`config.mk`:
```
export PLATFORM = sky130hd
export DESIGN_NAME = brtg_queue
export DESIGN_NICKNAME = d
export VERILOG_FILES = /design/src/brtg_pkg.sv /design/src/brtg_queue.sv
export VERILOG_INCLUDE_DIRS = /design/src /design/src/src
export SDC_FILE = /design/constraint.sdc
export NUM_CORES = 1
export LEC_CHECK = 0
export BUFFER_PORTS_ARGS = -buffer_cell sky130_fd_sc_hd__buf_2
export CORE_MARGIN = 2
export CORE_UTILIZATION = 48
export CTS_CLUSTER_SIZE = 20
export DETAILED_ROUTE_END_ITERATION = 6
export PLACE_DENSITY = 0.75
export SYNTH_ARGS = -nofsm -noshare
export SYNTH_HDL_FRONTEND = slang
export SYNTH_SLANG_ARGS = --single-unit
export TNS_END_PERCENT = 20
```
`constraint.sdc`:
```
create_clock -name clk -period 8.85 [get_ports clk]
set_input_delay 1.77 -clock clk [delete_from_list [all_inputs] [get_ports clk]]
set_output_delay 1.77 -clock clk [all_outputs]
set_load 0.01 [all_outputs]
```
`src/assert_macros.svh`:
```
// Assertion macros shared by the resample table generator RTL.
// Simulation builds get concurrent assertions; synthesis builds get nothing.
`ifndef ASSERT_MACROS_SVH
`define ASSERT_MACROS_SVH
`ifndef SYNTHESIS
// Property must hold at every clock edge outside reset.
`define BRTG_ASSERT(label, clk, rst_n, prop, msg) \
    label: assert property (@(posedge clk) disable iff (!rst_n) (prop)) else $error(msg);
// Condition must never be true at a clock edge outside reset.
`define BRTG_ASSERT_NEVER(label, clk, rst_n, cond, msg) \
    label: assert property (@(posedge clk) disable iff (!rst_n) !(cond)) else $error(msg);
`else
`define BRTG_ASSERT(label, clk, rst_n, prop, msg)
`define BRTG_ASSERT_NEVER(label, clk, rst_n, cond, msg)
`endif
`endif

```
`src/brtg_pkg.sv`:
```
// ----------------------------------------------------------------------------
// brtg_pkg
// Types and constants shared by the bilinear resample table generator.
// ----------------------------------------------------------------------------
`default_nettype none

package brtg_pkg;

    localparam int WEIGHT_FRAC_BITS_DEFAULT = 15;
    localparam int QUEUE_DEPTH_DEFAULT      = 4;

    localparam int CFG_INDEX_W = 3;
    localparam int CFG_DATA_W  = 30;
    localparam int STEP_FRAC   = 16;
    localparam int FRAC_W_MAX  = 16;

    typedef enum logic [CFG_INDEX_W-1:0] {
        REG_SRC_COLUMNS   = 3'd0,
        REG_SRC_ROWS      = 3'd1,
        REG_COLUMN_STRIDE = 3'd2,
        REG_DEST_WIDTH    = 3'd3,
        REG_DEST_HEIGHT   = 3'd4,
        REG_COL_STEP      = 3'd5,
        REG_ROW_STEP      = 3'd6
    } cfg_reg_e;

    typedef struct packed {
        logic [10:0] src_columns;
        logic [13:0] src_rows;
        logic [14:0] column_stride;
        logic [12:0] dest_width;
        logic [12:0] dest_height;
        logic [26:0] col_step;
        logic [29:0] row_step;
    } cfg_t;

    typedef struct packed {
        logic [11:0] dest_col;
        logic [11:0] dest_row;
    } req_t;

    typedef struct packed {
        logic [23:0] pixel_pos;
        logic [23:0] table_slot;
        logic [15:0] weight_a;
        logic [15:0] weight_b;
        logic [15:0] weight_c;
        logic [15:0] weight_d;
        logic [23:0] index_a;
        logic [23:0] index_b;
        logic [23:0] index_c;
        logic [23:0] index_d;
    } resp_t;

    // Classified item handed from the front end to the back end.
    typedef struct packed {
        logic [23:0]           pixel_pos;
        logic [23:0]           table_slot;
        logic [10:0]           col_base;
        logic [10:0]           col_next;
        logic [13:0]           row_base;
        logic [13:0]           row_next;
        logic [FRAC_W_MAX-1:0] u;
        logic [FRAC_W_MAX-1:0] v;
    } q_item_t;

    // Free space in the queue: roomN is set when at least N entries are free.
    typedef struct packed {
        logic room1;
        logic room2;
        logic room3;
    } queue_status_t;

endpackage

`default_nettype wire

```
`src/brtg_queue.sv`:
```
// ----------------------------------------------------------------------------
// brtg_queue
// Short flop-based FIFO that decouples the front end from the back end.
// ----------------------------------------------------------------------------
`default_nettype none
`include "assert_macros.svh"

module brtg_queue
    import brtg_pkg::*;
#(
    parameter int DEPTH = QUEUE_DEPTH_DEFAULT
) (
    input  wire logic     clk,
    input  wire logic     rst_n,
    input  wire logic     push,
    input  wire q_item_t  push_item,
    output queue_status_t qstat,
    output logic          pop,
    output q_item_t       head_item
);

    localparam int PTR_W = $clog2(DEPTH);
    localparam int CNT_W = $clog2(DEPTH + 1);

    q_item_t            mem_reg [DEPTH];
    logic [PTR_W-1:0]   wr_ptr_reg;
    logic [PTR_W-1:0]   wr_ptr_next;
    logic [PTR_W-1:0]   rd_ptr_reg;
    logic [PTR_W-1:0]   rd_ptr_next;
    logic [CNT_W-1:0]   count_reg;
    logic [CNT_W-1:0]   count_next;

    // The back end never stalls, so the head leaves whenever there is one.
    assign pop       = (count_reg != '0);
    assign head_item = mem_reg[rd_ptr_reg];

    assign qstat.room1 = (int'(count_reg) + 1) <= DEPTH;
    assign qstat.room2 = (int'(count_reg) + 2) <= DEPTH;
    assign qstat.room3 = (int'(count_reg) + 3) <= DEPTH;

    always_comb
    begin
        wr_ptr_next = wr_ptr_reg;
        rd_ptr_next = rd_ptr_reg;
        count_next  = count_reg;
        if (push)
        begin
            wr_ptr_next = (wr_ptr_reg == PTR_W'(DEPTH - 1)) ? '0 : wr_ptr_reg + 1'b1;
        end
        if (pop)
        begin
            rd_ptr_next = (rd_ptr_reg == PTR_W'(DEPTH - 1)) ? '0 : rd_ptr_reg + 1'b1;
        end
        case ({push, pop})
            2'b10:   count_next = count_reg + 1'b1;
            2'b01:   count_next = count_reg - 1'b1;
            default: count_next = count_reg;
        endcase
    end

    always_ff @(posedge clk or negedge rst_n)
    begin
        if (!rst_n)
        begin
            wr_ptr_reg <= '0;
            rd_ptr_reg <= '0;
            count_reg  <= '0;
        end
        else
        begin
            wr_ptr_reg <= wr_ptr_next;
            rd_ptr_reg <= rd_ptr_next;
            count_reg  <= count_next;
        end
    end

    always_ff @(posedge clk)
    begin
        if (push)
        begin
            mem_reg[wr_ptr_reg] <= push_item;
        end
    end

    `BRTG_ASSERT_NEVER(a_no_overflow, clk, rst_n, push && !pop && (int'(count_reg) == DEPTH), "queue overflow")
    `BRTG_ASSERT(a_count_tracks, clk, rst_n, (push && !pop) |=> (count_reg == $past(count_reg) + 1'b1), "queue level lost a transaction")

endmodule

`default_nettype wire

```
==> After elaboration in Yosys (flattened, before gate mapping) <==
Memory sizes are Yosys's and may differ from the RTL's.
Index checks and enable logic that the tools add are counted.
{ "classes": {"n_addsub": 7, "n_mul": 0, "div_mod_pow": 0, "magnitude_cmp": 3, "eq_ne": 4, "shifts": 0, "n_mux": 5, "bitwise_logic": 0, "reduce_logical": 2} }
{ "op_table": {"columns": ["op", "n"], "rows": [
  ["4-bit by 3-bit less-or-equal comparator with 1-bit output, second input constant", 3],
  ["3-bit by 2-bit adder with 4-bit output, second input constant", 2],
  ["2-bit equality test, second input constant", 3],
  ["3-bit one-hot mux with 2 select lines", 1],
  ["2-bit by 1-bit adder with 2-bit output, second input constant", 2],
  ["3-bit by 1-bit adder with 4-bit output, second input constant", 1],
  ["2-bit 2-to-1 mux", 2],
  ["3-bit by 1-bit adder with 3-bit output, second input constant", 1],
  ["3-bit nonzero test", 1],
  ["3-bit by 1-bit subtractor with 3-bit output, second input constant", 1],
  ["2-bit by 1-bit equality test with 1-bit output, second input constant", 1],
  ["1-bit 2-to-1 mux", 2],
  ["2-bit nonzero test", 1]
]} }
{ "word_totals": {"register_bits": 7, "latchBits": 0, "ramBits": 520, "romBits": 0, "in_bits": 133, "output_inout_bits": 134, "wordCells": 25, "n_memories": 1} }
{ "memory_table": {"columns": ["name", "words", "width", "read_ports", "rd_clocked_by_memory_dff", "write_ports", "line_no", "rtl"], "rows": [
  ["mem_reg", 4, 130, 1, 0, 1, "brtg_queue.sv:25", "q_item_t mem_reg [DEPTH];"]
]} }

==> Depth between registers and ports, before layout <==
{ "depth": {"depth_word": 3, "ltp_mapped": 9, "ltp_nobuf": 8} }

==> Least setup slack after synthesis <==
Ideal clock, no wire load.
{ "synth_path": {"path_kind": "input -> register", "startpoint": "input push", "endpoint": "memory mem_reg[0][0] in the netlist's numbering, enable pin", "setup_ps": 504, "t_arrival_ps": 4747, "t_required_ps": 8346, "path_slack_ps": 3598, "path_stages": 1, "path_buffers": 0, "cell_sequence": "and2_1"} }
{ "synth_via": {"elab_chain_cells": 2} }
{ "synth_lines": {"columns": ["element", "line_no", "rtl"], "rows": [
  ["start: declaration", "brtg_queue.sv:15", "input wire logic push,"],
  ["1-bit 2-to-1 mux", "brtg_queue.sv:79", "if (push)"],
  ["1-bit 2-to-1 mux (not written as such)", "brtg_queue.sv:81", "mem_reg[wr_ptr_reg] <= push_item;"],
  ["end: declaration", "brtg_queue.sv:25", null]
]} }
Every way passes these cells.

==> reports/results.tsv <==
metric	value	unit
main combinational cell family by area after synthesis	multiplexers	
largest net degree at the start of global routing	67	
Pwr Density	329	nW/um^2
unrepaired setup endpoints after global routing	false	
CTS tree	yes	
DRC Markers	0	
Hold WC Path Type	flip-flop to flip-flop	
share of post-route cells with drive strength above 1	0.454	
fmax	195	MHz
Sw Share	0.283	
Mapped Area	19200	sq um
internal power	5.37	mW
top cell type by total area after synthesis	edfxtp_1	
power share of the clock group	0.281	
worst-path cell chain	buf_4 -> mux4_2 -> buf_2	
Netlist cell types	25	
Synth Area in Simple Gates	0.00371	
Reg2Reg Depth	3	
syn_nets	871	
adder-cell area share of the yosys netlist	0.00624	
CP peak stage delay	1.12	ns
P_leak	7.73	nW
worst skew pair latency	0.58	ns
Largest register FFs	520	
Post-Route Setup TNS	0	ns
minimum clock period	5.14	ns
post-CTS setup buffer count	0	
Routability Congestion	0.710	
Avg Inst Size Synth	26.4	sq um
P&R area growth vs syn	18.3	%
multiplexer share of the synthesized area	0.153	
crit end category	output pin	
Max VDD drop	0.201	mV
cts hold-fix bufs	0	
PnR worst setup slack	3.71	ns
Fin. Hold Viols	0	
R2R Path Start	wr_ptr_reg[0]	
die height	204	um
Slew Limit Headroom	0.278	
status	completed	
Reg power frac	0.455	
Max Slew Vio Count	0	
cells after synthesis	729	
Die X-Extent	204	um
maxcap violations	0	
crit share post-route	0.581	
hold_sp	wr_ptr_reg[1]	
worst reg2reg endpoint	mem_reg[3][19]	
H-tree depth	2	
clk_skew	0.0146	ns
main area contributors after synthesis	edfxtp_1 (81%), mux4_2 (15%), dfrtp_1 (0.91%)	
DP HPWL	21.4	mm
first-pass GRT wire length	54.7	mm
# clock sinks	527	
# rows	73	
area share of xor/xnor cells in the synthesized design	0.00137	
Seq cells post-synth	527	
Setup CP Type	flip-flop to output pin	
drt pass-1 iters	4	
post-CTS sizing	0	
total track usage	0.177	
Worst EP arrival	3.37	ns
compound-cell area share of the yosys netlist	0.00267	
initial core utilization	0.485	
Logic pwr share	0.264	
First DRT Iteration DRCs	538	
nets	1171	
number of CTS-inserted buffers	52	
core area	39600	sq um
Least-Margin Pin Slew	1.08	ns
CP max-delay cell	dfrtp_4	
Sw Pwr	2.12	mW
sequential share of the synthesized area	0.821	
vias per cell	5.40	
reg2reg setup slack	6.01	ns
vias in the first global route	9441	
via count	8636	
CP startpoint	rd_ptr_reg[0]	
Top Ports	267	
CTS Buffer Depth	3	
WL/cell	22.6	um
initial antenna violation count	8	
post-synth top area share	0.812	
count of final setup violators	0	
Congestion Overflow GR	0	
hold_ws	0.615	ns
die area	41700	sq um
clock slew at reported path FFs	0.06	ns
WHS Endpoint	wr_ptr_reg[1]	
clk root buf	clkbuf_16	
port buffer count	266	
final wirelength	36.2	mm
dpl ws	4.14	ns
Max FO, Critical Path	51	
CP Launch Type	flip-flop	
ANT nets after route	0	
Ys Warns	0	
critical path required time	7.08	ns
Hold Path Cell Cnt	2	
stage by stage:
| stage | cells | total power, mW | instance area (sq um) | utilization |
|---|---|---|---|---|
| global placement | 1500 | 5.44 | 21100 | 0.533 |
| global route | 1596 | 7.84 | 22800 | 0.574 |
| detailed placement | 1500 | 5.50 | 21100 | 0.533 |
| CTS | 1594 | 7.62 | 22800 | 0.574 |
| floorplan | 729 | 4.78 | 19200 | - |
| finish | 1599 | 7.49 | 22800 | 0.574 |
power groups by stage:
stage          Clock, mW  Sequential, mW  Combinational [mW]
2_1_floorplan          0            3.36                1.42
3_3_place_gp           0            3.45                2.00
3_5_place_dp           0            3.47                2.03
4_1_cts             2.16            3.42                2.04
5_1_grt             2.25            3.46                2.13
6_report            2.10            3.41                1.98
cells in the final DEF, fill, tap and decap left out, types with 5 or more instances in the layout:
| cell type | n |
|---|---|
| edfxtp_1 | 520 |
| buf_2 | 266 |
| mux4_2 | 130 |
| clkbuf_16 | 53 |
| clkinv_1 | 15 |
| buf_4 | 11 |
| clkbuf_1 | 9 |
| ha_1 | 8 |
| inv_1 | 7 |
| clkinv_2 | 7 |
| diode_2 | 5 |
| bufinv_16 | 5 |
| dfrtp_1 | 5 |
logic make-up after synthesis:
group	after synthesis
buf+inv	38
fa+ha+maj	9
simple gates	13
xor+xnor	3
flops	527
compound gates	8
mux	131
cells in the mapped netlist:
| cell type | number |
|---|---|
| xor2_1 | 2 |
| clkbuf_1 | 5 |
| fa_1 | 1 |
| or3_1 | 1 |
| o21ai_0 | 4 |
| mux2_2 | 1 |
| a21o_1 | 1 |
| nor2_1 | 1 |
| buf_6 | 10 |
| buf_4 | 1 |
| a22oi_1 | 1 |
| mux4_2 | 130 |
| ha_1 | 8 |
| inv_1 | 7 |
| a311oi_1 | 1 |
| o31ai_1 | 1 |
| buf_2 | 15 |
| nor3_1 | 1 |
| nor3_2 | 1 |
| dfrtp_1 | 7 |
| nand2b_1 | 1 |
| and2_1 | 4 |
| nand2_1 | 4 |
| edfxtp_1 | 520 |
| xnor2_1 | 1 |
critical path, delay by kind of cell (launching register included):
family	cells	cell delay, ns
buffers and inverters	2	1.01
multiplexers	1	0.61
flip-flops	1	1.12
per-layer routing:
metal  GRT usage  vias up  wire (um)
met1       0.232     4493      14500
li1            -     3760          -
met2       0.286      296      17800
met3      0.0499       77       2790
met5           0        -         68
met4      0.0652       10       1030
layout make-up:
cell class	count	area, sq um
clock inverters	32	282
flip-flops and latches	527	15800
repair buffers	277	1410
diodes	5	12.5
well taps	525	657
inverters	7	26.3
clock buffers	62	1360
fillers	2866	16900
multi-input cells	164	3220
worst max path at each step:
stage | to | slack, ns | cells after the start
finish | head_item[41] | 3.71 | 3
global route | head_item[41] | 3.34 | 3
CTS | head_item[41] | 3.48 | 3
detailed placement | head_item[43] | 4.14 | 3
global placement | head_item[53] | 4.16 | 3
floorplan | mem_reg[0][0] | 3.60 | 1
No activity file was read; power rests on OpenSTA's default activity.
