--- config.mk ---
export PLATFORM = sky130hd
export DESIGN_NAME = brtg_front
export DESIGN_NICKNAME = d
export VERILOG_FILES = /design/src/brtg_pkg.sv /design/src/brtg_front.sv
export VERILOG_INCLUDE_DIRS = /design/src /design/src/src
export SDC_FILE = /design/constraint.sdc
export NUM_CORES = 2
export LEC_CHECK = 0
export BUFFER_PORTS_ARGS = -buffer_cell sky130_fd_sc_hd__buf_2
export CAP_MARGIN = 20
export CORE_MARGIN = 2
export CORE_UTILIZATION = 55
export DETAILED_ROUTE_END_ITERATION = 6
export GPL_TIMING_DRIVEN = 0
export HOLD_SLACK_MARGIN = 0.02
export PLACE_DENSITY = 0.75
export SYNTH_ARGS = -nofsm -noshare
export SYNTH_HDL_FRONTEND = slang
export SYNTH_SLANG_ARGS = --single-unit
--- constraint.sdc ---
create_clock -name clk -period 29.5 [get_ports clk]
set_clock_uncertainty 0.2 [all_clocks]
set_input_delay 8.85 -clock clk [delete_from_list [all_inputs] [get_ports clk]]
set_output_delay 8.85 -clock clk [all_outputs]
set_load 0.05 [all_outputs]
--- src/assert_macros.svh ---
// Assertion macros shared by the resample table generator RTL.
// Simulation builds get concurrent assertions; synthesis builds get nothing.
`ifndef ASSERT_MACROS_SVH
`define ASSERT_MACROS_SVH
`ifndef SYNTHESIS
// Property must hold at every clock edge outside reset.
`define BRTG_ASSERT(label, clk, rst_n, prop, msg) \
    label: assert property (@(posedge clk) disable iff (!rst_n) (prop)) else $error(msg);
// Condition must never be true at a clock edge outside reset.
`define BRTG_ASSERT_NEVER(label, clk, rst_n, cond, msg) \
    label: assert property (@(posedge clk) disable iff (!rst_n) !(cond)) else $error(msg);
`else
`define BRTG_ASSERT(label, clk, rst_n, prop, msg)
`define BRTG_ASSERT_NEVER(label, clk, rst_n, cond, msg)
`endif
`endif

--- src/brtg_pkg.sv ---
// ----------------------------------------------------------------------------
// brtg_pkg
// Types and constants shared by the bilinear resample table generator.
// ----------------------------------------------------------------------------
`default_nettype none

package brtg_pkg;

    localparam int WEIGHT_FRAC_BITS_DEFAULT = 15;
    localparam int QUEUE_DEPTH_DEFAULT      = 4;

    localparam int CFG_INDEX_W = 3;
    localparam int CFG_DATA_W  = 30;
    localparam int STEP_FRAC   = 16;
    localparam int FRAC_W_MAX  = 16;

    typedef enum logic [CFG_INDEX_W-1:0] {
        REG_SRC_COLUMNS   = 3'd0,
        REG_SRC_ROWS      = 3'd1,
        REG_COLUMN_STRIDE = 3'd2,
        REG_DEST_WIDTH    = 3'd3,
        REG_DEST_HEIGHT   = 3'd4,
        REG_COL_STEP      = 3'd5,
        REG_ROW_STEP      = 3'd6
    } cfg_reg_e;

    typedef struct packed {
        logic [10:0] src_columns;
        logic [13:0] src_rows;
        logic [14:0] column_stride;
        logic [12:0] dest_width;
        logic [12:0] dest_height;
        logic [26:0] col_step;
        logic [29:0] row_step;
    } cfg_t;

    typedef struct packed {
        logic [11:0] dest_col;
        logic [11:0] dest_row;
    } req_t;

    typedef struct packed {
        logic [23:0] pixel_pos;
        logic [23:0] table_slot;
        logic [15:0] weight_a;
        logic [15:0] weight_b;
        logic [15:0] weight_c;
        logic [15:0] weight_d;
        logic [23:0] index_a;
        logic [23:0] index_b;
        logic [23:0] index_c;
        logic [23:0] index_d;
    } resp_t;

    // Classified item handed from the front end to the back end.
    typedef struct packed {
        logic [23:0]           pixel_pos;
        logic [23:0]           table_slot;
        logic [10:0]           col_base;
        logic [10:0]           col_next;
        logic [13:0]           row_base;
        logic [13:0]           row_next;
        logic [FRAC_W_MAX-1:0] u;
        logic [FRAC_W_MAX-1:0] v;
    } q_item_t;

    // Free space in the queue: roomN is set when at least N entries are free.
    typedef struct packed {
        logic room1;
        logic room2;
        logic room3;
    } queue_status_t;

endpackage

`default_nettype wire

--- src/brtg_front.sv ---
// ----------------------------------------------------------------------------
// brtg_front
// Front end: accepts destination pixels, forms the Q23.16 column and Q26.16 row source positions
// and splits them into clamped base/next coordinates and fractions.
// ----------------------------------------------------------------------------
`default_nettype none
`include "assert_macros.svh"

module brtg_front
    import brtg_pkg::*;
#(
    parameter int WEIGHT_FRAC_BITS = WEIGHT_FRAC_BITS_DEFAULT
) (
    input  wire logic          clk,
    input  wire logic          rst_n,
    input  wire cfg_t          cfg,
    input  wire logic          start,
    input  wire req_t          cmd,
    output logic               busy,
    input  wire queue_status_t qstat,
    output logic               push,
    output q_item_t            push_item
);

    localparam int FRAC_SHIFT = STEP_FRAC - WEIGHT_FRAC_BITS;

    logic accept;

    // Stage 1: products.
    logic        s1_valid_reg;
    logic [38:0] s1_full_c_reg;
    logic [41:0] s1_full_r_reg;
    logic [23:0] s1_pixel_pos_reg;
    logic [23:0] s1_table_slot_reg;

    logic [38:0] full_c_next;
    logic [41:0] full_r_next;
    logic [24:0] pix_prod;
    logic [24:0] slot_prod;
    logic [23:0] pixel_pos_next;
    logic [23:0] table_slot_next;

    // Stage 2: classified item.
    logic    s2_valid_reg;
    q_item_t s2_item_reg;
    q_item_t item_next;

    logic [10:0] last_c;
    logic [13:0] last_r;
    logic [22:0] ip_c;
    logic [25:0] ip_r;
    logic [10:0] base_c;
    logic [13:0] base_r;
    logic [15:0] fp_c;
    logic [15:0] fp_r;

    // Credit check: the new item and every item already in the front end need a free entry.
    always_comb
    begin
        case ({s1_valid_reg, s2_valid_reg})
            2'b00:   busy = !qstat.room1;
            2'b11:   busy = !qstat.room3;
            default: busy = !qstat.room2;
        endcase
    end

    assign accept = start && !busy;

    always_comb
    begin
        full_c_next     = {27'd0, cmd.dest_col} * {12'd0, cfg.col_step};
        full_r_next     = {30'd0, cmd.dest_row} * {12'd0, cfg.row_step};
        pix_prod        = {13'd0, cmd.dest_row} * {12'd0, cfg.dest_width};
        slot_prod       = {13'd0, cmd.dest_col} * {12'd0, cfg.dest_height};
        pixel_pos_next  = pix_prod[23:0] + {12'd0, cmd.dest_col};
        table_slot_next = slot_prod[23:0] + {12'd0, cmd.dest_row};
    end

    always_comb
    begin
        // A zero source size behaves as a size of one.
        last_c = (cfg.src_columns == 11'd0) ? 11'd0 : cfg.src_columns - 11'd1;
        last_r = (cfg.src_rows == 14'd0) ? 14'd0 : cfg.src_rows - 14'd1;
        ip_c   = s1_full_c_reg[38:STEP_FRAC];
        ip_r   = s1_full_r_reg[41:STEP_FRAC];

        // Positions past the last source sample saturate with zero fraction.
        if (ip_c > {12'd0, last_c})
        begin
            base_c = last_c;
            fp_c   = 16'd0;
        end
        else
        begin
            base_c = ip_c[10:0];
            fp_c   = s1_full_c_reg[STEP_FRAC-1:0];
        end

        if (ip_r > {12'd0, last_r})
        begin
            base_r = last_r;
            fp_r   = 16'd0;
        end
        else
        begin
            base_r = ip_r[13:0];
            fp_r   = s1_full_r_reg[STEP_FRAC-1:0];
        end

        item_next.pixel_pos  = s1_pixel_pos_reg;
        item_next.table_slot = s1_table_slot_reg;
        item_next.col_base   = base_c;
        item_next.col_next   = (base_c < last_c) ? base_c + 11'd1 : base_c;
        item_next.row_base   = base_r;
        item_next.row_next   = (base_r < last_r) ? base_r + 14'd1 : base_r;
        item_next.u          = FRAC_W_MAX'(fp_c >> FRAC_SHIFT);
        item_next.v          = FRAC_W_MAX'(fp_r >> FRAC_SHIFT);
    end

    always_ff @(posedge clk or negedge rst_n)
    begin
        if (!rst_n)
        begin
            s1_valid_reg <= 1'b0;
            s2_valid_reg <= 1'b0;
        end
        else
        begin
            s1_valid_reg <= accept;
            s2_valid_reg <= s1_valid_reg;
        end
    end

    always_ff @(posedge clk)
    begin
        if (accept)
        begin
            s1_full_c_reg     <= full_c_next;
            s1_full_r_reg     <= full_r_next;
            s1_pixel_pos_reg  <= pixel_pos_next;
            s1_table_slot_reg <= table_slot_next;
        end
        if (s1_valid_reg)
        begin
            s2_item_reg <= item_next;
        end
    end

    assign push      = s2_valid_reg;
    assign push_item = s2_item_reg;

    `BRTG_ASSERT(a_accept_reaches_queue, clk, rst_n, accept |-> ##2 push, "accepted transaction did not reach the queue")
    `BRTG_ASSERT_NEVER(a_push_without_room, clk, rst_n, push && !qstat.room1 && !$past(s1_valid_reg && !qstat.room1), "push into a full queue")

endmodule

`default_nettype wire

* Word-level counts from Yosys, hierarchy flattened
Index checks and enable logic that the tools add are counted.
Cells by class: mux-type cells 7, add/sub/neg operators 6, reduce and logical (&&, ||, !) cells 8, eq/ne operators 1, multiply operators 4, magnitude comparators 4
Operators with widths (count):
- $add 24x12->24 | 2
- $mul 12x13->24 | 2
- $mul 12x30->42 | 1
- $mux 14 | 3
- $mul 12x27->39 | 1
- $mux 11 | 3
- $gt 26x14->1 | 1
- $gt 23x11->1 | 1
- $add 14x1->14 const B | 1
- $logic_not 14->1 | 1
- $lt 14x14->1 | 1
- $sub 14x1->14 const B | 1
- $add 11x1->11 const B | 1
- $logic_not 11->1 | 1
- $lt 11x11->1 | 1
- $sub 11x1->11 const B | 1
- $logic_not 1->1 | 4
- $eq 2x2->1 const B | 1
- $logic_not 2->1 | 1
- $pmux 1 s2 | 1
- $logic_and 1x1->1 | 1
Storage, ports and cells: flip-flop bits (word level) 259, output and inout port bits 132, bits of input ports 153, logic and storage cells 44

* Longest topological paths before layout
depth after elaboration 6, depth in mapped cells 31, gate-level depth less buffers 29

* Least setup slack after synthesis
OpenSTA, ideal clock, no wires.
path type input to output, start input port qstat[0] in the netlist's numbering, end output port busy, data required time 20450 ps, buffers on the path 0, arrival time 9761 ps, cell stages on the path 3, setup slack 10689 ps, path through inv_1 -> a221oi_1 -> a21oi_1
On the way: cells in the longest elaborated chain, start to end 2
Ends and longest elaborated chain:
- from (decl) | line brtg_front.sv:20 | input wire queue_status_t qstat,
- $logic_not 1->1 | line brtg_front.sv:62 | 2'b11: busy = !qstat.room3;
- $pmux 1 s2 | line brtg_front.sv:60 | case ({s1_valid_reg, s2_valid_reg})
- to (decl) | line brtg_front.sv:19 | output logic busy,
No other way between the ends.

* Final worst setup path
Ends and elaborated chain as after synthesis.

==> impl_metrics.py <==
metrics = {
    "sta": {
        "drv_slew": 0,
        "fmax_mhz": 53.5,
        "max_slew_margin_pct": 33.7,
        "hold_viol_final": 0,
        "setup_viol": 0,
        "setup-tns-final_ns": 0,
        "rsz0062_at_grt": "no",
        "post-route-period-util_pct": 63.4,
        "worst_slew_pin_slew_ns": 0.995,
        "period_needed_ns": 18.69,
    },
    "clocking": {
        "postCtsSetupRepairBufs": 0,
        "htreeDepth": 1,
        "cts.sink_count": 257,
        "clkLatencyLatePin_ns": 0.61,
        "cts-root-buf": "clkbuf_16",
        "clockBufferDepth": 3,
        "clkTransAtPathRegs_ns": 0.06,
        "cts_buffers": 31,
        "cts_tree": "built",
        "cts_resized": 0,
        "postCtsHoldBufs": 0,
    },
    "setup_path": {
        "startpoint_type": "input port",
        "required_ns": 20.45,
        "path_max_fanout": 2,
        "end_kind": "output pin",
        "rrSetupSlack_ns": 23.04,
        "cp-startpoint": "qstat[0]",
        "crit_type": "in -> out",
        "arrival_ns": 9.64,
        "r2r-start": "s1_full_r_reg[19]",
    },
    "grt": {
        "grt_usage_pct": 28.0,
        "grt_antenna_before_repair": 14,
        "grt_max_degree": 71,
        "grt_pass1_vias": 32200,
        "grt_pass1_wl_mm": 170,
        "grt-ovfl-total": 0,
    },
    "detailed_routing": {
        "viasPerCell": 5.44,
        "vias": 31000,
        "first_pass_iters": 6,
        "wl_per_cell_um": 18.5,
        "drt_wl_total_mm": 106,
        "drc": 0,
        "drtIter0Drc": 2425,
        "ant_nets": 0,
    },
    "pwr": {
        "comb_power_share_pct": 75.7,
        "clock_power_share_pct": 7.6,
        "switching_power_mw": 2.62,
        "power_mw": 5.28,
        "p_leak_nw": 22.5,
        "switching_share_pct": 49.6,
        "power_density_nw_per_um2": 116,
        "worst_ir_drop_vdd_mv": 0.212,
        "p_seq_share_pct": 16.7,
        "cellInternalPower_mw": 2.66,
    },
    "die": {
        "dieArea_sq_um": 78200,
        "coreArea_sq_um": 75600,
        "start_util_pct": 55.3,
        "num_rows": 101,
        "die_width_um": 280,
        "ios": 285,
        "die_y_um": 280,
    },
    "flow_run": {
        "max-cap-violations": 0,
    },
    "finish": {
        "layout_commonest_cell": "inv_1",
        "final_nets": 5968,
        "drive_gt1_share_pct": 7.29,
        "final_cell_mix": "inv_1 (924), nand2_1 (774), fa_1 (770)",
        "area_growth_pct": 9.04,
        "multi_input_area_sq_um": 29800,
        "largest_register_ffs": 128,
        "fillCellCount": 6566,
        "regArea_sq_um": 7710,
    },
    "synthesis": {
        "synth_top_area_share_pct": 36.9,
        "ys_ff_latch": 257,
        "syn_area_per_cell_sq_um": 9.51,
        "synthArstFlopShare_pct": 0.778,
        "synth_fa_ha_area_share_pct": 47.3,
        "ys_types": 62,
        "seq_area_frac_synth_pct": 18.5,
        "yosysWarnings": 0,
        "synth_top_cell_by_area": "fa_1",
        "synth_top_family_by_area": "adder cells",
        "synth-xor-area-share_pct": 3.12,
        "yosys-mux-area-fraction_pct": 0.222,
        "synth_compound_area_share_pct": 5.06,
        "synthTopCellsByArea": "fa_1 (37%), edfxtp_1 (18%), ha_1 (10%), inv_1 (8.3%), nand2_1 (7.0%)",
        "synthSimpleGateAreaFrac_pct": 15.7,
        "synth_edf_count": 255,
        "netlist_area_sq_um": 41800,
        "synthCells": 4392,
        "synth_top_flop_cell": "edfxtp_1",
    },
    "hold_path": {
        "worstHoldPathType": "reg -> reg",
        "worstHoldStart": "s1_table_slot_reg[1]",
    },
    "placement": {
        "hpwl_mm": 87.5,
        "portBuffers": 266,
        "place.gp.congestion": 0.972,
    },
    "run_status": {
        "outcome": "finished clean",
    },
}
[power by group through the flow]
stage | Sequential (mW) | Clock, mW | Combinational, mW
final | 0.881 | 0.404 | 3.99
after CTS | 0.884 | 0.416 | 4.01
after global routing | 0.898 | 0.429 | 4.52
after detailed placement | 0.891 | 0 | 3.97
after floorplan | 1.11 | 0 | 2.82
after global placement | 0.937 | 0 | 3.87
[metrics by stage]
stage          setup slack, ns  hold WS (ns)  cell area [sq um]  util (%)  cells
2_1_floorplan            10.69         0.200              41800         -   4393
3_3_place_gp             10.81         0.202              44300      58.6   5637
3_5_place_dp             10.82         0.205              44400      58.8   5642
4_1_cts                  10.82         0.219              45500      60.2   5698
5_1_grt                  10.70         0.223              45500      60.2   5702
6_report                 10.81         0.217              45500      60.3   5705
[cells by family (layout without fill, tap and decap cells)]
family | count (synthesis) | after routing
AO/OA/AOI/OAI | 321 | 321
XOR/XNOR | 149 | 149
adder cells (fa/ha/maj) | 1117 | 1117
buffers and inverters | 1126 | 1454
flip-flops | 257 | 257
multiplexers | 9 | 9
other | 1 | 8
AND/OR/NAND/NOR | 1412 | 1412
[area by class of cell]
cell class | count | area share [%]
clock buffer | 33 | 1.72
clock inverter | 23 | 0.621
antenna | 6 | 0.0330
timing repair buffer | 272 | 3.19
multi-input combinational | 3010 | 65.5
buffer | 202 | 1.69
sequential | 257 | 16.9
tap | 978 | 2.69
inverter | 924 | 7.62
[synth_stat cells (4+ instances only)]
cell	count
fa_1	770
o21bai_1	11
nand2b_1	12
a211o_1	5
o21a_1	16
a31o_2	4
nand3b_1	5
a221o_1	4
edfxtp_1	255
a31oi_1	10
nor3_1	40
or2_2	8
nor4_1	13
a21oi_1	89
inv_1	924
or3_1	10
nand3_1	36
xnor2_1	98
a21o_1	61
o211ai_1	9
and3_1	11
or4_1	4
ha_1	347
nor2b_1	19
a211oi_1	8
clkbuf_1	198
o31a_1	5
nand4_1	15
o31ai_1	8
nand2_1	774
and2_1	345
nor2_1	113
mux2i_1	7
o21ai_0	65
xor2_1	51
[worst max-delay path, cell delays in order]
cell      delay, ns
buf_2          0.09
inv_1          0.04
a221oi_1       0.07
a21oi_1        0.26
buf_2          0.33
[metal layers]
layer  GRT usage [%]  routed length [um]  vias to the layer above
met5           0.625                 141                        -
met3            6.02                9760                      273
met2            46.9               51300                     1258
li1                -                   -                    14000
met4            10.4                4100                       14
met1            35.7               40400                    15500
[final timing paths]
kind                                      end  cells after the start
worst max-delay path                     busy                      5
worst min-delay path            push_item[83]                      0
worst max register to register  push_item[40]                     21
min in group asynchronous        s1_valid_reg                      1
max in group asynchronous        s1_valid_reg                      1
worst min register to register  push_item[83]                      0
No activity file was read; power rests on OpenSTA's default activity.
