File: config.mk
export PLATFORM = sky130hd
export DESIGN_NAME = brtg_back
export DESIGN_NICKNAME = d
export VERILOG_FILES = /design/src/brtg_pkg.sv /design/src/brtg_back.sv
export VERILOG_INCLUDE_DIRS = /design/src /design/src/src
export SDC_FILE = /design/constraint.sdc
export NUM_CORES = 2
export LEC_CHECK = 0
export BUFFER_PORTS_ARGS = -buffer_cell sky130_fd_sc_hd__buf_2
export CAP_MARGIN = 10
export CORE_MARGIN = 2
export CORE_UTILIZATION = 45
export DETAILED_ROUTE_END_ITERATION = 8
export GPL_ROUTABILITY_DRIVEN = 1
export GPL_TIMING_DRIVEN = 0
export HOLD_SLACK_MARGIN = 0.08
export PLACE_DENSITY = 0.64
export SETUP_SLACK_MARGIN = 0.3
export SYNTH_ARGS = -nofsm -noshare
export SYNTH_HDL_FRONTEND = slang
export SYNTH_SLANG_ARGS = --single-unit
export TNS_END_PERCENT = 20
File: constraint.sdc
create_clock -name clk -period 6.66 [get_ports clk]
set_input_delay 0.333 -clock clk [delete_from_list [all_inputs] [get_ports clk]]
set_output_delay 0.333 -clock clk [all_outputs]
set_load 0.01 [all_outputs]
File: src/assert_macros.svh
// Assertion macros shared by the resample table generator RTL.
// Simulation builds get concurrent assertions; synthesis builds get nothing.
`ifndef ASSERT_MACROS_SVH
`define ASSERT_MACROS_SVH
`ifndef SYNTHESIS
// Property must hold at every clock edge outside reset.
`define BRTG_ASSERT(label, clk, rst_n, prop, msg) \
    label: assert property (@(posedge clk) disable iff (!rst_n) (prop)) else $error(msg);
// Condition must never be true at a clock edge outside reset.
`define BRTG_ASSERT_NEVER(label, clk, rst_n, cond, msg) \
    label: assert property (@(posedge clk) disable iff (!rst_n) !(cond)) else $error(msg);
`else
`define BRTG_ASSERT(label, clk, rst_n, prop, msg)
`define BRTG_ASSERT_NEVER(label, clk, rst_n, cond, msg)
`endif
`endif

File: src/brtg_pkg.sv
// ----------------------------------------------------------------------------
// brtg_pkg
// Types and constants shared by the bilinear resample table generator.
// ----------------------------------------------------------------------------
`default_nettype none

package brtg_pkg;

    localparam int WEIGHT_FRAC_BITS_DEFAULT = 15;
    localparam int QUEUE_DEPTH_DEFAULT      = 4;

    localparam int CFG_INDEX_W = 3;
    localparam int CFG_DATA_W  = 30;
    localparam int STEP_FRAC   = 16;
    localparam int FRAC_W_MAX  = 16;

    typedef enum logic [CFG_INDEX_W-1:0] {
        REG_SRC_COLUMNS   = 3'd0,
        REG_SRC_ROWS      = 3'd1,
        REG_COLUMN_STRIDE = 3'd2,
        REG_DEST_WIDTH    = 3'd3,
        REG_DEST_HEIGHT   = 3'd4,
        REG_COL_STEP      = 3'd5,
        REG_ROW_STEP      = 3'd6
    } cfg_reg_e;

    typedef struct packed {
        logic [10:0] src_columns;
        logic [13:0] src_rows;
        logic [14:0] column_stride;
        logic [12:0] dest_width;
        logic [12:0] dest_height;
        logic [26:0] col_step;
        logic [29:0] row_step;
    } cfg_t;

    typedef struct packed {
        logic [11:0] dest_col;
        logic [11:0] dest_row;
    } req_t;

    typedef struct packed {
        logic [23:0] pixel_pos;
        logic [23:0] table_slot;
        logic [15:0] weight_a;
        logic [15:0] weight_b;
        logic [15:0] weight_c;
        logic [15:0] weight_d;
        logic [23:0] index_a;
        logic [23:0] index_b;
        logic [23:0] index_c;
        logic [23:0] index_d;
    } resp_t;

    // Classified item handed from the front end to the back end.
    typedef struct packed {
        logic [23:0]           pixel_pos;
        logic [23:0]           table_slot;
        logic [10:0]           col_base;
        logic [10:0]           col_next;
        logic [13:0]           row_base;
        logic [13:0]           row_next;
        logic [FRAC_W_MAX-1:0] u;
        logic [FRAC_W_MAX-1:0] v;
    } q_item_t;

    // Free space in the queue: roomN is set when at least N entries are free.
    typedef struct packed {
        logic room1;
        logic room2;
        logic room3;
    } queue_status_t;

endpackage

`default_nettype wire

File: src/brtg_back.sv
// ----------------------------------------------------------------------------
// brtg_back
// Back end: forms the four corner weights and source indices for one
// classified item and registers the finished table entry.
// ----------------------------------------------------------------------------
`default_nettype none
`include "assert_macros.svh"

module brtg_back
    import brtg_pkg::*;
#(
    parameter int WEIGHT_FRAC_BITS = WEIGHT_FRAC_BITS_DEFAULT
) (
    input  wire logic    clk,
    input  wire logic    rst_n,
    input  wire cfg_t    cfg,
    input  wire logic    pop,
    input  wire q_item_t head_item,
    output logic         done,
    output resp_t        result
);

    localparam int WF     = WEIGHT_FRAC_BITS;
    localparam int PROD_W = 2 * (WF + 1);
    localparam logic [WF:0] ONE = {1'b1, {WF{1'b0}}};

    logic [WF:0]       u;
    logic [WF:0]       v;
    logic [WF:0]       nu;
    logic [WF:0]       nv;
    logic [25:0]       col_base_prod;
    logic [25:0]       col_next_prod;

    logic              b1_valid_reg;
    logic [PROD_W-1:0] b1_p_a_reg;
    logic [PROD_W-1:0] b1_p_b_reg;
    logic [PROD_W-1:0] b1_p_c_reg;
    logic [PROD_W-1:0] b1_p_d_reg;
    logic [23:0]       b1_col_base_reg;
    logic [23:0]       b1_col_next_reg;
    logic [13:0]       b1_row_base_reg;
    logic [13:0]       b1_row_next_reg;
    logic [23:0]       b1_pixel_pos_reg;
    logic [23:0]       b1_table_slot_reg;

    logic              done_reg;
    resp_t             result_reg;
    resp_t             result_next;

    always_comb
    begin
        u  = {1'b0, head_item.u[WF-1:0]};
        v  = {1'b0, head_item.v[WF-1:0]};
        nu = ONE - u;
        nv = ONE - v;
        col_base_prod = {15'd0, head_item.col_base} * {11'd0, cfg.column_stride};
        col_next_prod = {15'd0, head_item.col_next} * {11'd0, cfg.column_stride};
    end

    always_comb
    begin
        result_next.pixel_pos  = b1_pixel_pos_reg;
        result_next.table_slot = b1_table_slot_reg;
        result_next.weight_a   = 16'(b1_p_a_reg >> WF);
        result_next.weight_b   = 16'(b1_p_b_reg >> WF);
        result_next.weight_c   = 16'(b1_p_c_reg >> WF);
        result_next.weight_d   = 16'(b1_p_d_reg >> WF);
        result_next.index_a    = b1_col_base_reg + {10'd0, b1_row_base_reg};
        result_next.index_b    = b1_col_base_reg + {10'd0, b1_row_next_reg};
        result_next.index_c    = b1_col_next_reg + {10'd0, b1_row_base_reg};
        result_next.index_d    = b1_col_next_reg + {10'd0, b1_row_next_reg};
    end

    always_ff @(posedge clk or negedge rst_n)
    begin
        if (!rst_n)
        begin
            b1_valid_reg <= 1'b0;
            done_reg     <= 1'b0;
        end
        else
        begin
            b1_valid_reg <= pop;
            done_reg     <= b1_valid_reg;
        end
    end

    always_ff @(posedge clk)
    begin
        if (pop)
        begin
            b1_p_a_reg        <= PROD_W'(nu) * PROD_W'(nv);
            b1_p_b_reg        <= PROD_W'(nu) * PROD_W'(v);
            b1_p_c_reg        <= PROD_W'(u) * PROD_W'(nv);
            b1_p_d_reg        <= PROD_W'(u) * PROD_W'(v);
            b1_col_base_reg   <= col_base_prod[23:0];
            b1_col_next_reg   <= col_next_prod[23:0];
            b1_row_base_reg   <= head_item.row_base;
            b1_row_next_reg   <= head_item.row_next;
            b1_pixel_pos_reg  <= head_item.pixel_pos;
            b1_table_slot_reg <= head_item.table_slot;
        end
        if (b1_valid_reg)
        begin
            result_reg <= result_next;
        end
    end

    assign done   = done_reg;
    assign result = result_reg;

    `BRTG_ASSERT(a_pop_to_done, clk, rst_n, pop |-> ##2 done, "popped transaction did not complete")
    `BRTG_ASSERT(a_done_has_source, clk, rst_n, done |-> $past(pop, 2), "result strobe without a popped transaction")

endmodule

`default_nettype wire

======== Word-level counts from Yosys, hierarchy flattened ========
Index checks and enable logic that the tools add are counted.
Widths: inputs -> output; s select.
operators by class
  $add $sub $neg .......................... 6
  $mul .................................... 6
operators with widths
  operator                number
  $add 24x14->24          4
  $mul 11x15->24          2
  $sub 16x15->16 const A  2
  $mul 15x16->31          1
  $mul 16x15->31          1
  $mul 16x16->31          1
  $mul 15x15->30          1
word-level totals
  output and inout bits ................... 209
  word-level logic and storage cells ...... 34
  register bits after elaboration ......... 456
  input port bits ......................... 256

======== Depth between registers and ports, before layout ========
  depth after elaboration ................. 2
  gate-level depth with buffers ........... 32
  mapped depth without buffers ............ 30

======== Worst setup path after synthesis ========
OpenSTA, ideal clock, no wires.
  path type ............................... in2reg
  start point ............................. input port head_item[16] (netlist bit)
  end point ............................... register b1_p_a_reg[30], data pin
  data required time ...................... 6402 ps
  stages on the path ...................... 31
  path buffers ............................ 3
  setup slack ............................. -1250 ps
  arrival ................................. 7652 ps
  setup time .............................. 258 ps
  cell sequence ........................... clkbuf_1 > inv_1 > ha_1 > nor3b_1 > nand2_1 > nor2_1 > nand2_1 > nor3_1 > xnor2_1 > clkbuf_1 > clkbuf_1 > nand2_1 > fa_1 > fa_1 > fa_1 > inv_1 > fa_1 > fa_1 > inv_1 > fa_1 > inv_1 > ha_1 > a21o_1 > a21o_1 > nor4b_1 > a21oi_1 > a41oi_1 > o31ai_1 > o41ai_1 > o21bai_1 > xnor2_1
between the ends
  cells in the longest elaborated chain, start to end .. 2
RTL lines
  item                  line             text
  from (decl)           brtg_back.sv:18  input wire q_item_t head_item,
  $sub 16x15->16        brtg_back.sv:54  nu = ONE - u;
  $mul 16x16->31        brtg_back.sv:92  b1_p_a_reg <= PROD_W'(nu) * PROD_W'(nv);
  to (signal assigned)  brtg_back.sv:92
  to (decl)             brtg_back.sv:35  logic [PROD_W-1:0] b1_p_a_reg;
Every way passes these cells.
A chain may end at the register's enable or synchronous reset.

======== Worst setup path after layout ========
  start point ............................. input port head_item[17] (netlist bit)
  end point ............................... register b1_p_a_reg[29], data pin
The elaborated chain is that of the path after synthesis.

==> impl_results.md <==
* R2R depth at 13
* Worst-path clk slew at ~0.06 ns
* Seq cells post-synth at around 400
* Primary FF master, synth: edfxtp_1
* WP data arrival at 7.77 ns
* P_leak at around 30 nW
* WP depth at 33
* Synthesized area at approximately 54000 um^2
* Final worst slack at -0.7290 ns
* Maximum net fanout on the critical path at 7
* Setup crit end: b1_p_a_reg[29]
* CP max stage cell: fa_1
* Achievable frequency at about 0.14 GHz
* DR pass1 iterations at 6
* Register area share after synthesis at 0.2186
* DRT iter0 DRCs at slightly above 3000
* Row cnt at between 100 and 150
* Largest register FFs at roughly 210
* Slew at the pin with the worst max-slew slack at roughly 1.2 ns
* RR Endpoint: result[68]
* Ys async rst share at 0.005051
* GRT Total Usage at 0.2591
* CP most frequent cell: fa_1
* Min-delay src: head_item[71]
* CTS Buffer Depth at 3
* Area of the core at 119800 um^2
* H-tree levels at 2
* Netlist cell types at 72
* Critical path class: in2reg
* Residual DRC at 0
* WL/cell at around 21 um
* Die footprint at 123600 um^2
* Final Hold Viols at 0
* Pin count of the biggest net entering global routing at 87
* CTS tree: built
* First-pass GRT wire length at around 240000 um
* Pre-CTS setup slack at -3.096 ns
* Final Slew Violations at 0
* Crit. Startpoint: head_item[17]
* Worst skew pair latency at between 0.6 and 0.7 ns
* Power Dens Cells at 504.3 nW/um^2
* FILL cells at about 11000
* Syn Area/Cell at a little over 10 um^2
* DPL Wire Length at ~130000 um
* Number of buffers created by CTS at between 40 and 50
* I/O Buffers at 332
* Sw power at 14.82 mW
* Seq pwr share at 0.157
* Switching Share at 0.4683
* Unrepaired setup endpoints after global routing: true
* CTS sink cnt at around 400
* Fraction of layout cells with a size suffix above 1 at 0.1260
* Final wirelength at around 160000 um
* Syn nets at about 7000
* Clock Tree Root: clkbuf_16
* Worst VDD drop at ~0.00058 V
* CP startpoint kind: input pin
* Worst hold path class: in2reg
* Worst hold slack at approximately 0.19 ns
* Post-synthesis instance total at 5361
* Post-layout nets at 7667
* CP top delay family: adder cells
* Biggest cell delay along the critical path at 0.52 ns
* Buf/Inv on CP at 11
* Post-synth EDFFs at ~390
* R2r startpoint: b1_col_base_reg[0]
* Via density at approximately 5.2
* Slew HR at 0.1646
* Maxcap violations at 0
* Initial core utilization at 0.4537
* Layout Skew at about 0.032 ns
* Initial antenna violation count at 20
* Fin crit share at 1.109
* RePlAce Congestion at ~1
* Num ports at 465
* Fin util at 0.5239
* Vias in the first global route at between 40000 and 50000
* Die Height at about 350 um
* Int Pwr at 16.83 mW
* Warnings, synthesis at 0
* CP required at 7.04 ns
* Area grow syn2layout at 15.48%
* Capturing element type of the critical path: flip-flop
* Post-route ant nets at 0
* Via count at slightly below 40000
* Status: complete, but fails checks
* Setup violators final at 38
* Violated checks: setup timing
* FF-to-FF setup slack at about 2.6 ns
* Combinational fraction of design power at 0.761
* Clock share of power at 0.082
* Gr ovfl total at 0
* Final Critical Period at between 7 and 8 ns
* Die W at about 350 um
[synthesized netlist by cell type, types with 3 or more instances]
| library cell | count | area [um^2] |
|---|---|---|
| o2111ai_1 | 3 | 26.28 |
| o21bai_1 | 18 | 135.1 |
| a21boi_0 | 10 | 75.07 |
| edfxtp_1 | 394 | 11830 |
| xnor2_1 | 159 | 1393 |
| buf_1 | 6 | 22.52 |
| nor3_1 | 47 | 235.2 |
| a41oi_1 | 3 | 26.28 |
| a21o_1 | 38 | 285.3 |
| o31ai_1 | 8 | 60.06 |
| xor2_1 | 56 | 490.5 |
| o21a_1 | 23 | 172.7 |
| and3_1 | 18 | 112.6 |
| or3_1 | 17 | 106.4 |
| inv_1 | 1044 | 3919 |
| a211oi_1 | 15 | 112.6 |
| nor2_1 | 168 | 630.6 |
| o311ai_0 | 3 | 26.28 |
| nand3b_1 | 6 | 45.04 |
| fa_1 | 950 | 19020 |
| o311a_1 | 3 | 30.03 |
| nor2b_1 | 18 | 112.6 |
| nor4_1 | 3 | 18.77 |
| nand2b_1 | 14 | 87.58 |
| o21ai_0 | 61 | 305.3 |
| ha_1 | 540 | 6756 |
| and4_1 | 6 | 52.55 |
| nand2_1 | 803 | 3014 |
| or2_2 | 9 | 56.30 |
| o31a_1 | 3 | 26.28 |
| nand3_1 | 33 | 165.2 |
| a31oi_1 | 10 | 62.56 |
| and2_1 | 450 | 2815 |
| a21oi_1 | 91 | 455.4 |
| buf_2 | 6 | 30.03 |
| nand4_1 | 18 | 112.6 |
| o41ai_1 | 3 | 26.28 |
| clkbuf_1 | 237 | 889.6 |
| a2111oi_0 | 3 | 26.28 |
| a31o_2 | 3 | 26.28 |
| nor3b_1 | 12 | 90.09 |
| o211ai_1 | 11 | 82.58 |
[per-stage QoR]
step           total power [mW]  setup TNS [ns]  instance area, um^2  cells
2_1_floorplan             20.90          -12.96                54590   5361
3_3_place_gp              25.91         -299.80                58270   7305
3_5_place_dp              26.36         -114.57                58450   7313
4_1_cts                   30.18          -12.99                61650   7514
5_1_grt                   35.12          -22.93                62770   7576
6_report                  31.65          -14.54                62770   7579
[worst min-delay path, stage by stage]
cell and delay (ns):
buf_2 0.12, and2_1 0.15, ha_1 0.12
[cell families (layout without fill, tap and decap cells)]
| family | Yosys count | after routing | share of synthesized area |
|---|---|---|---|
| and+or+nand+nor | 1635 | 1635 | 0.1432 |
| buffers and inverters | 1296 | 1893 | 0.08984 |
| adders and majority gates | 1490 | 1490 | 0.4742 |
| AOI/OAI and AO/OA | 324 | 324 | 0.03860 |
| DFF | 396 | 396 | 0.2186 |
| muxes | 3 | 3 | 0.0005755 |
| xor gates and xnor gates | 216 | 216 | 0.03494 |
| other | 1 | 10 | 0.00006899 |
[placed cells by master, fill, tap and decap left out, types with 51 or more instances in the layout]
cell / count
clkbuf_1: 167
o21ai_0: 55
nor2_1: 154
and2_1: 448
a21oi_1: 79
inv_1: 1031
edfxtp_1: 394
dlygate4sd3_1: 81
buf_2: 335
nand2_1: 787
xnor2_1: 146
buf_4: 82
ha_1: 523
fa_1: 940
clkbuf_16: 51
[worst min path at each step]
stage	endpoint	slack, ns	cells after the start
3_3_place_gp	done	0.12	1
3_5_place_dp	done	0.12	1
4_1_cts	b1_col_base_reg[1]	0.15	3
2_1_floorplan	b1_valid_reg	0.04	0
5_1_grt	b1_col_base_reg[1]	0.19	3
6_report	b1_col_base_reg[1]	0.19	3
[repair_timing]
item / CTS / global route
resized for setup: 164 / 235
endpoints found under the hold margin: 84 / 0
setup buffers: 33 / 55
setup endpoints to repair: 59 / 59
pin swaps: 43 / 74
hold buffers: 81 / 0
[power by group through the flow]
stage,clock [mW],combinational (mW),sequential (mW)
after floorplan,0,15.8,5.13
after global placement,0,20.9,5.04
final,2.59,24.1,4.96
after global routing,2.76,27.3,5.04
after CTS,2.69,22.5,4.97
after detailed placement,0,21.4,5.00
[layer usage]
| layer | routed length (um) | global-route usage | share of wire | vias up |
|---|---|---|---|---|
| met3 | 14580 | 0.05992 | 0.092 | 380 |
| met1 | 62990 | 0.3387 | 0.40 | 19970 |
| li1 | - | - | - | 17650 |
| met5 | 87 | 0 | 0.00055 | - |
| met4 | 7865 | 0.1052 | 0.050 | 10 |
| met2 | 72150 | 0.4164 | 0.46 | 1662 |
[layout make-up]
cell class / instances / area [um^2] / share of cell area
multi-input cells: 3669 / 38580 / 0.6145
plain buffers: 251 / 1393 / 0.02218
repair buffers: 510 / 3423 / 0.05453
flip-flops and latches: 396 / 11890 / 0.1893
clock inverters: 30 / 285.3 / 0.004545
well taps: 1612 / 2017 / 0.03213
diodes: 9 / 22.52 / 0.0003588
clock buffers: 57 / 1235 / 0.01967
inverters: 1045 / 3936 / 0.06271
Power figures use the tool's default switching activity.
